**src/design/rhsv_pkg.sv**
```systemverilog
package rhsv_pkg;

    localparam int CHANNEL_BITS = 8;
    localparam int HUE_SIXTH    = 3840;
    localparam int HUE_TURN     = 23040;
    localparam int HUE_BITS     = 15;
    localparam int HQ_BITS      = $clog2(HUE_SIXTH + 1);
    localparam int NCELLS       = (HQ_BITS > CHANNEL_BITS) ? HQ_BITS : CHANNEL_BITS;
    localparam int DIV_W        = CHANNEL_BITS + NCELLS;

    typedef logic [CHANNEL_BITS-1:0] chan_t;
    typedef logic [DIV_W-1:0]        div_word_t;
    typedef logic [NCELLS-1:0]       quot_t;
    typedef logic [HUE_BITS-1:0]     hue_t;

    typedef enum logic [1:0] {
        SECTOR_RED,
        SECTOR_GREEN,
        SECTOR_BLUE
    } sector_t;

    typedef struct packed {
        div_word_t hue_rem;
        div_word_t hue_dsr;
        quot_t     hue_q;
        div_word_t sat_rem;
        div_word_t sat_dsr;
        quot_t     sat_q;
        sector_t   sector;
        logic      neg;
        logic      grey;
        chan_t     value;
    } div_ctx_t;

endpackage

```
**src/design/rhsv_if.sv**
```systemverilog
interface rhsv_pix_if;
    logic                                valid;
    logic                                ready;
    logic [rhsv_pkg::CHANNEL_BITS-1:0]   red_in;
    logic [rhsv_pkg::CHANNEL_BITS-1:0]   green_in;
    logic [rhsv_pkg::CHANNEL_BITS-1:0]   blue_in;

    modport source (output valid, output red_in, output green_in, output blue_in, input ready);
    modport sink   (input valid, input red_in, input green_in, input blue_in, output ready);
endinterface

interface rhsv_hsv_if;
    logic                                valid;
    logic                                ready;
    logic [rhsv_pkg::HUE_BITS-1:0]       hue_out;
    logic [rhsv_pkg::CHANNEL_BITS-1:0]   saturation_out;
    logic [rhsv_pkg::CHANNEL_BITS-1:0]   value_out;

    modport source (output valid, output hue_out, output saturation_out, output value_out,
                    input ready);
    modport sink   (input valid, input hue_out, input saturation_out, input value_out,
                    output ready);
endinterface

```
**src/design/rhsv_front.sv**
```systemverilog
module rhsv_front (
    input  logic               clk,
    input  logic               rst_n,
    rhsv_pix_if.sink           pix,
    output logic               valid_out,
    input  logic               ready_dn,
    output rhsv_pkg::div_ctx_t ctx_out
);
    import rhsv_pkg::*;

    logic                  valid_reg;
    logic                  ready_up;
    div_ctx_t              ctx_reg;
    div_ctx_t              ctx_next;
    chan_t                 hi;
    chan_t                 lo;
    chan_t                 delta;
    chan_t                 mag;
    logic [CHANNEL_BITS:0] num;
    sector_t               sector;

    assign ready_up  = !valid_reg || ready_dn;
    assign pix.ready = ready_up;
    assign valid_out = valid_reg;
    assign ctx_out   = ctx_reg;

    always_comb
    begin
        if (pix.red_in >= pix.green_in && pix.red_in >= pix.blue_in)
        begin
            sector = SECTOR_RED;
            hi     = pix.red_in;
            num    = {1'b0, pix.green_in} - {1'b0, pix.blue_in};
        end
        else if (pix.green_in >= pix.blue_in)
        begin
            sector = SECTOR_GREEN;
            hi     = pix.green_in;
            num    = {1'b0, pix.blue_in} - {1'b0, pix.red_in};
        end
        else
        begin
            sector = SECTOR_BLUE;
            hi     = pix.blue_in;
            num    = {1'b0, pix.red_in} - {1'b0, pix.green_in};
        end

        lo = pix.red_in;
        if (pix.green_in < lo)
        begin
            lo = pix.green_in;
        end
        if (pix.blue_in < lo)
        begin
            lo = pix.blue_in;
        end

        delta = hi - lo;
        mag   = num[CHANNEL_BITS] ? CHANNEL_BITS'(-num) : num[CHANNEL_BITS-1:0];

        ctx_next.hue_rem = DIV_W'(mag) * DIV_W'(HUE_SIXTH);
        ctx_next.hue_dsr = DIV_W'(delta) << (NCELLS - 1);
        ctx_next.hue_q   = '0;
        ctx_next.sat_rem = (DIV_W'(delta) << CHANNEL_BITS) - DIV_W'(delta);
        ctx_next.sat_dsr = DIV_W'(hi) << (NCELLS - 1);
        ctx_next.sat_q   = '0;
        ctx_next.sector  = sector;
        ctx_next.neg     = num[CHANNEL_BITS];
        ctx_next.grey    = (delta == '0);
        ctx_next.value   = hi;
    end

    always_ff @(posedge clk or negedge rst_n)
    begin
        if (!rst_n)
        begin
            valid_reg <= 1'b0;
        end
        else if (ready_up)
        begin
            valid_reg <= pix.valid;
        end
    end

    always_ff @(posedge clk)
    begin
        if (ready_up && pix.valid)
        begin
            ctx_reg <= ctx_next;
        end
    end

endmodule

```
**src/design/rhsv_div_cell.sv**
```systemverilog
module rhsv_div_cell (
    input  logic               clk,
    input  logic               rst_n,
    input  logic               valid_in,
    output logic               ready_up,
    input  rhsv_pkg::div_ctx_t ctx_in,
    output logic               valid_out,
    input  logic               ready_dn,
    output rhsv_pkg::div_ctx_t ctx_out
);
    import rhsv_pkg::*;

    logic     valid_reg;
    div_ctx_t ctx_reg;
    div_ctx_t ctx_next;
    logic     hue_take;
    logic     sat_take;

    assign ready_up  = !valid_reg || ready_dn;
    assign valid_out = valid_reg;
    assign ctx_out   = ctx_reg;

    always_comb
    begin
        ctx_next = ctx_in;
        hue_take = (ctx_in.hue_rem >= ctx_in.hue_dsr);
        sat_take = (ctx_in.sat_rem >= ctx_in.sat_dsr);
        if (hue_take)
        begin
            ctx_next.hue_rem = ctx_in.hue_rem - ctx_in.hue_dsr;
        end
        if (sat_take)
        begin
            ctx_next.sat_rem = ctx_in.sat_rem - ctx_in.sat_dsr;
        end
        ctx_next.hue_q   = {ctx_in.hue_q[NCELLS-2:0], hue_take};
        ctx_next.sat_q   = {ctx_in.sat_q[NCELLS-2:0], sat_take};
        ctx_next.hue_dsr = ctx_in.hue_dsr >> 1;
        ctx_next.sat_dsr = ctx_in.sat_dsr >> 1;
    end

    always_ff @(posedge clk or negedge rst_n)
    begin
        if (!rst_n)
        begin
            valid_reg <= 1'b0;
        end
        else if (ready_up)
        begin
            valid_reg <= valid_in;
        end
    end

    always_ff @(posedge clk)
    begin
        if (ready_up && valid_in)
        begin
            ctx_reg <= ctx_next;
        end
    end

endmodule

```
**src/design/rhsv_back.sv**
```systemverilog
module rhsv_back (
    input  logic               clk,
    input  logic               rst_n,
    input  logic               valid_in,
    output logic               ready_up,
    input  rhsv_pkg::div_ctx_t ctx_in,
    rhsv_hsv_if.source         hsv
);
    import rhsv_pkg::*;

    logic  valid_reg;
    hue_t  hue_reg;
    hue_t  hue_next;
    chan_t sat_reg;
    chan_t sat_next;
    chan_t value_reg;
    hue_t  hq;
    hue_t  base;

    assign ready_up           = !valid_reg || hsv.ready;
    assign hsv.valid          = valid_reg;
    assign hsv.hue_out        = hue_reg;
    assign hsv.saturation_out = sat_reg;
    assign hsv.value_out      = value_reg;

    always_comb
    begin
        hq = HUE_BITS'(ctx_in.hue_q[HQ_BITS-1:0]);
        unique case (ctx_in.sector)
            SECTOR_RED:   base = '0;
            SECTOR_GREEN: base = HUE_BITS'(2 * HUE_SIXTH);
            SECTOR_BLUE:  base = HUE_BITS'(4 * HUE_SIXTH);
            default:      base = '0;
        endcase

        if (ctx_in.grey)
        begin
            hue_next = '0;
        end
        else if (ctx_in.neg)
        begin
            if (ctx_in.sector == SECTOR_RED && hq != '0)
            begin
                hue_next = HUE_BITS'(HUE_TURN) - hq;
            end
            else
            begin
                hue_next = base - hq;
            end
        end
        else
        begin
            hue_next = base + hq;
        end

        sat_next = ctx_in.grey ? '0 : ctx_in.sat_q[CHANNEL_BITS-1:0];
    end

    always_ff @(posedge clk or negedge rst_n)
    begin
        if (!rst_n)
        begin
            valid_reg <= 1'b0;
        end
        else if (ready_up)
        begin
            valid_reg <= valid_in;
        end
    end

    always_ff @(posedge clk)
    begin
        if (ready_up && valid_in)
        begin
            hue_reg   <= hue_next;
            sat_reg   <= sat_next;
            value_reg <= ctx_in.value;
        end
    end

`ifndef ASSERT_OFF
    a_hue_range: assert property (@(posedge clk) disable iff (!rst_n)
        valid_reg |-> hue_reg < HUE_BITS'(HUE_TURN))
        else $error("hue beyond one turn");

    a_black_pixel: assert property (@(posedge clk) disable iff (!rst_n)
        (valid_reg && value_reg == '0) |-> (sat_reg == '0 && hue_reg == '0))
        else $error("black pixel with nonzero hue or saturation");

    a_load: assert property (@(posedge clk) disable iff (!rst_n)
        (valid_in && ready_up) |=> valid_reg)
        else $error("accepted beat lost at output register");
`endif

endmodule

```
**src/design/rgb_to_hsv_convert.sv**
```systemverilog
// Path: the front register, then the NCELLS divider cells, then the output register.
// Throughput: one pixel per cycle unless the output stalls; each of the NCELLS
// divider stages resolves one quotient bit of hue and of saturation for its own pixel.
// Reset: asynchronous, active low; clears the valid flags of every stage only.
module rgb_to_hsv_convert (
    input  logic       clk,
    input  logic       rst_n,
    rhsv_pix_if.sink   pix,
    rhsv_hsv_if.source hsv
);
    import rhsv_pkg::*;

    logic     stage_valid [NCELLS+1];
    logic     stage_ready [NCELLS+1];
    div_ctx_t stage_ctx   [NCELLS+1];

    rhsv_front u_front (
        .clk       (clk),
        .rst_n     (rst_n),
        .pix       (pix),
        .valid_out (stage_valid[0]),
        .ready_dn  (stage_ready[0]),
        .ctx_out   (stage_ctx[0])
    );

    for (genvar i = 0; i < NCELLS; i++)
    begin : g_div
        rhsv_div_cell u_div_cell (
            .clk       (clk),
            .rst_n     (rst_n),
            .valid_in  (stage_valid[i]),
            .ready_up  (stage_ready[i]),
            .ctx_in    (stage_ctx[i]),
            .valid_out (stage_valid[i+1]),
            .ready_dn  (stage_ready[i+1]),
            .ctx_out   (stage_ctx[i+1])
        );
    end

    rhsv_back u_back (
        .clk      (clk),
        .rst_n    (rst_n),
        .valid_in (stage_valid[NCELLS]),
        .ready_up (stage_ready[NCELLS]),
        .ctx_in   (stage_ctx[NCELLS]),
        .hsv      (hsv)
    );

endmodule

```
**src/flat_wrapper.sv**
```systemverilog
// flat-port wrapper written by rule: the top's interface ports become plain ports
module rgb_to_hsv_convert_flat import rhsv_pkg::*;
  (clk, rst_n, pix_valid, pix_red_in, pix_green_in, pix_blue_in, pix_ready, hsv_valid, hsv_hue_out, hsv_saturation_out, hsv_value_out, hsv_ready);
  rhsv_pix_if pix_i ();
  rhsv_hsv_if hsv_i ();
  input  logic clk;
  input  logic rst_n;
  input wire logic [$bits(pix_i.valid)-1:0] pix_valid;
  input wire logic [$bits(pix_i.red_in)-1:0] pix_red_in;
  input wire logic [$bits(pix_i.green_in)-1:0] pix_green_in;
  input wire logic [$bits(pix_i.blue_in)-1:0] pix_blue_in;
  output wire logic [$bits(pix_i.ready)-1:0] pix_ready;
  output wire logic [$bits(hsv_i.valid)-1:0] hsv_valid;
  output wire logic [$bits(hsv_i.hue_out)-1:0] hsv_hue_out;
  output wire logic [$bits(hsv_i.saturation_out)-1:0] hsv_saturation_out;
  output wire logic [$bits(hsv_i.value_out)-1:0] hsv_value_out;
  input wire logic [$bits(hsv_i.ready)-1:0] hsv_ready;
  assign pix_i.valid = pix_valid;
  assign pix_i.red_in = pix_red_in;
  assign pix_i.green_in = pix_green_in;
  assign pix_i.blue_in = pix_blue_in;
  assign pix_ready = pix_i.ready;
  assign hsv_valid = hsv_i.valid;
  assign hsv_hue_out = hsv_i.hue_out;
  assign hsv_saturation_out = hsv_i.saturation_out;
  assign hsv_value_out = hsv_i.value_out;
  assign hsv_i.ready = hsv_ready;
  rgb_to_hsv_convert u_core (.clk(clk), .rst_n(rst_n), .pix(pix_i), .hsv(hsv_i));
endmodule
```
**config.mk**
```make
export PLATFORM = sky130hd
export DESIGN_NAME = rgb_to_hsv_convert_flat
export DESIGN_NICKNAME = d
export VERILOG_FILES = /design/src/design/rhsv_pkg.sv /design/src/design/rhsv_if.sv /design/src/design/rhsv_front.sv /design/src/design/rhsv_div_cell.sv /design/src/design/rhsv_back.sv /design/src/design/rgb_to_hsv_convert.sv /design/src/flat_wrapper.sv
export SDC_FILE = /design/constraint.sdc
export NUM_CORES = 1
export LEC_CHECK = 0
export ABC_AREA = 1
export BUFFER_PORTS_ARGS = -buffer_cell sky130_fd_sc_hd__buf_2
export CORE_MARGIN = 2
export CORE_UTILIZATION = 57
export CTS_BUF_LIST = sky130_fd_sc_hd__clkbuf_4
export DETAILED_ROUTE_END_ITERATION = 10
export GPL_TIMING_DRIVEN = 0
export PLACE_DENSITY = 0.73
export SETUP_SLACK_MARGIN = 0.2
export SLEW_MARGIN = 20
export SYNTH_ARGS = -nofsm -noshare
export SYNTH_HDL_FRONTEND = slang
export SYNTH_HIERARCHICAL = 1
export SYNTH_SLANG_ARGS = --single-unit
```
**constraint.sdc**
```tcl
create_clock -name clk -period 8.1 [get_ports clk]
set_input_delay 1.62 -clock clk [delete_from_list [all_inputs] [get_ports clk]]
set_output_delay 1.62 -clock clk [all_outputs]
set_load 0.05 [all_outputs]
```
==> metrics <==
total of max-cap violations=0; remaining global-route overflow=0; Critical Path AT=7.32 ns; Core ar.=0.1372 mm2; Setup-failing EPs final=0; Sw Share=about 46%; Synth Cell Area=about 0.079 mm2; num rows=between 100 and 150; GRT Total Usage=between 20% and 30%; Synth Instances=between 9000 and 10000; max incr delay on CP=between 0.4 and 0.5 ns; syn avg cell area=between 8 and 9 um2; Residual DRC=0; final-stage net count=about 11000; critical path's slowest cell=o21ai_0; max-slew violations=0; status=complete, no violations; critical-path maximum fanout=10; DRT Wirelength=a little under 200000 um; DR WL/cell=16.29 um; P_int=between 15000 and 20000 uW; max reg flops=about 1100; DR pass1 iterations=6; CTS buffer count=~330; Leak=~0.043 uW; f_max=0.1565 GHz; clock latency on the worst-skew pair=~1.3 ns; worst hold path class=input pin to async pin; Via Count=~62000; Max clock buf depth=4; antenna violations before repair=6; die area=0.1410 mm2; H-tree levels=5; minimum clock period=6.388 ns; vias in the first global route=between 60000 and 70000; Starting Density=57.36%; PD cells=approximately 420 mW/mm2; Reg clk slew, reported paths=around 0.06 ns; CTS Hold Bufs=0; period utilization=78.87%; skew final=between 0.08 and 0.09 ns; Via density=5.168; first-pass GRT wire length=311900 um; Worst IR Drop VDD=0.0007096 V; Comb pwr share=a little under three fifths; initial DRC count=3505; crit path launch type=input pin; Final Hold Viols=0; Setup Fix Bufs, Post-CTS=0; Worst Setup Path Type=input pin to flip-flop; Slew HR=31.97%; die extent in y=between 300 and 400 um; PortBufs=60; Routability Congestion=about 0.96; die width=approximately 380 um; RSZ-0062 raised after global routing=no; Total Power=36630 uW; Crit path required time=about 9 ns; Worst R2R End=u_core/g_div[0].u_div_cell/ctx_out[52]; sequential group share of total power=a little under a third; clock sinks=roughly 1200; HPWL after DPL=roughly 160000 um; Yosys warnings=6; clock root cell=clkbuf_4; Clock power frac=between 10% and 20%; layout cell share with drive strength beyond 1=between 10% and 20%; post-route cell area=a little under 0.09 mm2; r2r startpoint=u_core/u_back/hsv.valid; R2R depth=29; CTS tree=built; post-route antenna net violation count=0; Area Overhead vs Synth=10.29%; post-cts resize count=0; Worst-Margin Slew=~1.0 ns; Ports=about 60; Worst Setup End Kind=flip-flop; R2R setup slack=between 4 and 5 ns; switching power=between 15000 and 20000 uW; largest net degree at the start of global routing=28; DP Area=around 0.083 mm2
area by class of cell:
type | instances | area (um2)
repair buffers | 111 | 1689
fillers | 11995 | 50390
clock buffers | 443 | 3326
multi-input cells | 6555 | 35250
inverters | 1634 | 6206
clock inverters | 93 | 485.5
plain buffers | 143 | 1299
diodes | 11 | 27.53
well taps | 1794 | 2245
flip-flops and latches | 1209 | 36230
power by group through the flow:
stage | Sequential [uW] | Combinational, uW | Clock [uW]
3_5_place_dp | 11300 | 20100 | 0
2_1_floorplan | 10900 | 15200 | 0
4_1_cts | 11200 | 20200 | 5270
6_report | 11200 | 20300 | 5080
3_3_place_gp | 11500 | 19600 | 0
5_1_grt | 11400 | 23000 | 5570
layer usage:
| metal | up-vias | part of all wire (%) | global-route usage, % |
|---|---|---|---|
| li1 | 31572 | - | - |
| met1 | 28402 | 42 | 33.39 |
| met2 | 1517 | 50 | 49.79 |
| met3 | 488 | 3.8 | 3.266 |
| met4 | 0 | 4.3 | 12.87 |
| met5 | - | 0 | 0 |
stage by stage:
| stage | TNS (ns) | hold WS [ns] | utilization (%) | instances | worst slack, ns |
|---|---|---|---|---|---|
| floorplan | 0 | 0.4003 | - | 9541 | 0.2506 |
| global placement | -1933.69 | 0.4004 | 59.34 | 11395 | -2.544 |
| detailed placement | 0 | 0.4045 | 60.46 | 11446 | 0.6873 |
| CTS | 0 | 0.1467 | 63.24 | 11982 | 1.842 |
| global route | 0 | 0.1707 | 63.26 | 11993 | 1.212 |
| finish | 0 | 0.2906 | 63.26 | 11993 | 1.712 |
how the worst max path moves through the flow:
stage	from	end	slack (ns)	depth (start not counted)
finish	pix_green_in[6]	u_core/u_front/ctx_out[57]	1.71	30
global route	u_core/u_back/hsv.valid	pix_ready	1.21	28
CTS	hsv_ready	pix_ready	1.84	30
detailed placement	pix_green_in[6]	u_core/u_front/ctx_out[52]	0.69	28
global placement	hsv_ready	u_core/g_div[10].u_div_cell/ctx_out[38]	-2.54	7
floorplan	hsv_ready	u_core/g_div[1].u_div_cell/ctx_out[0]	0.25	24
critical path, delay by kind of cell:
kind,cells,cell delay (ns)
compound gates,9,2.01
xor+xnor,1,0.21
fa+ha+maj,3,1.03
buf+inv,5,0.87
simple gates,12,1.56
placed cells by master (no fill, tap or decap), types with 73 or more instances in the layout:
cell type and instances:
buf_4 78, clkbuf_4 443, inv_1 1573, nor2_1 563
nor3_1 162, o21ai_0 115, ha_1 545, nand3_1 537
xnor2_1 73, a21oi_1 325, xor2_1 178, edfxtp_1 1195
nand2_1 3295, nand2_2 117, nor2_2 77, nand3b_1 116
Note: power is estimated with default switching activity, not from simulation.
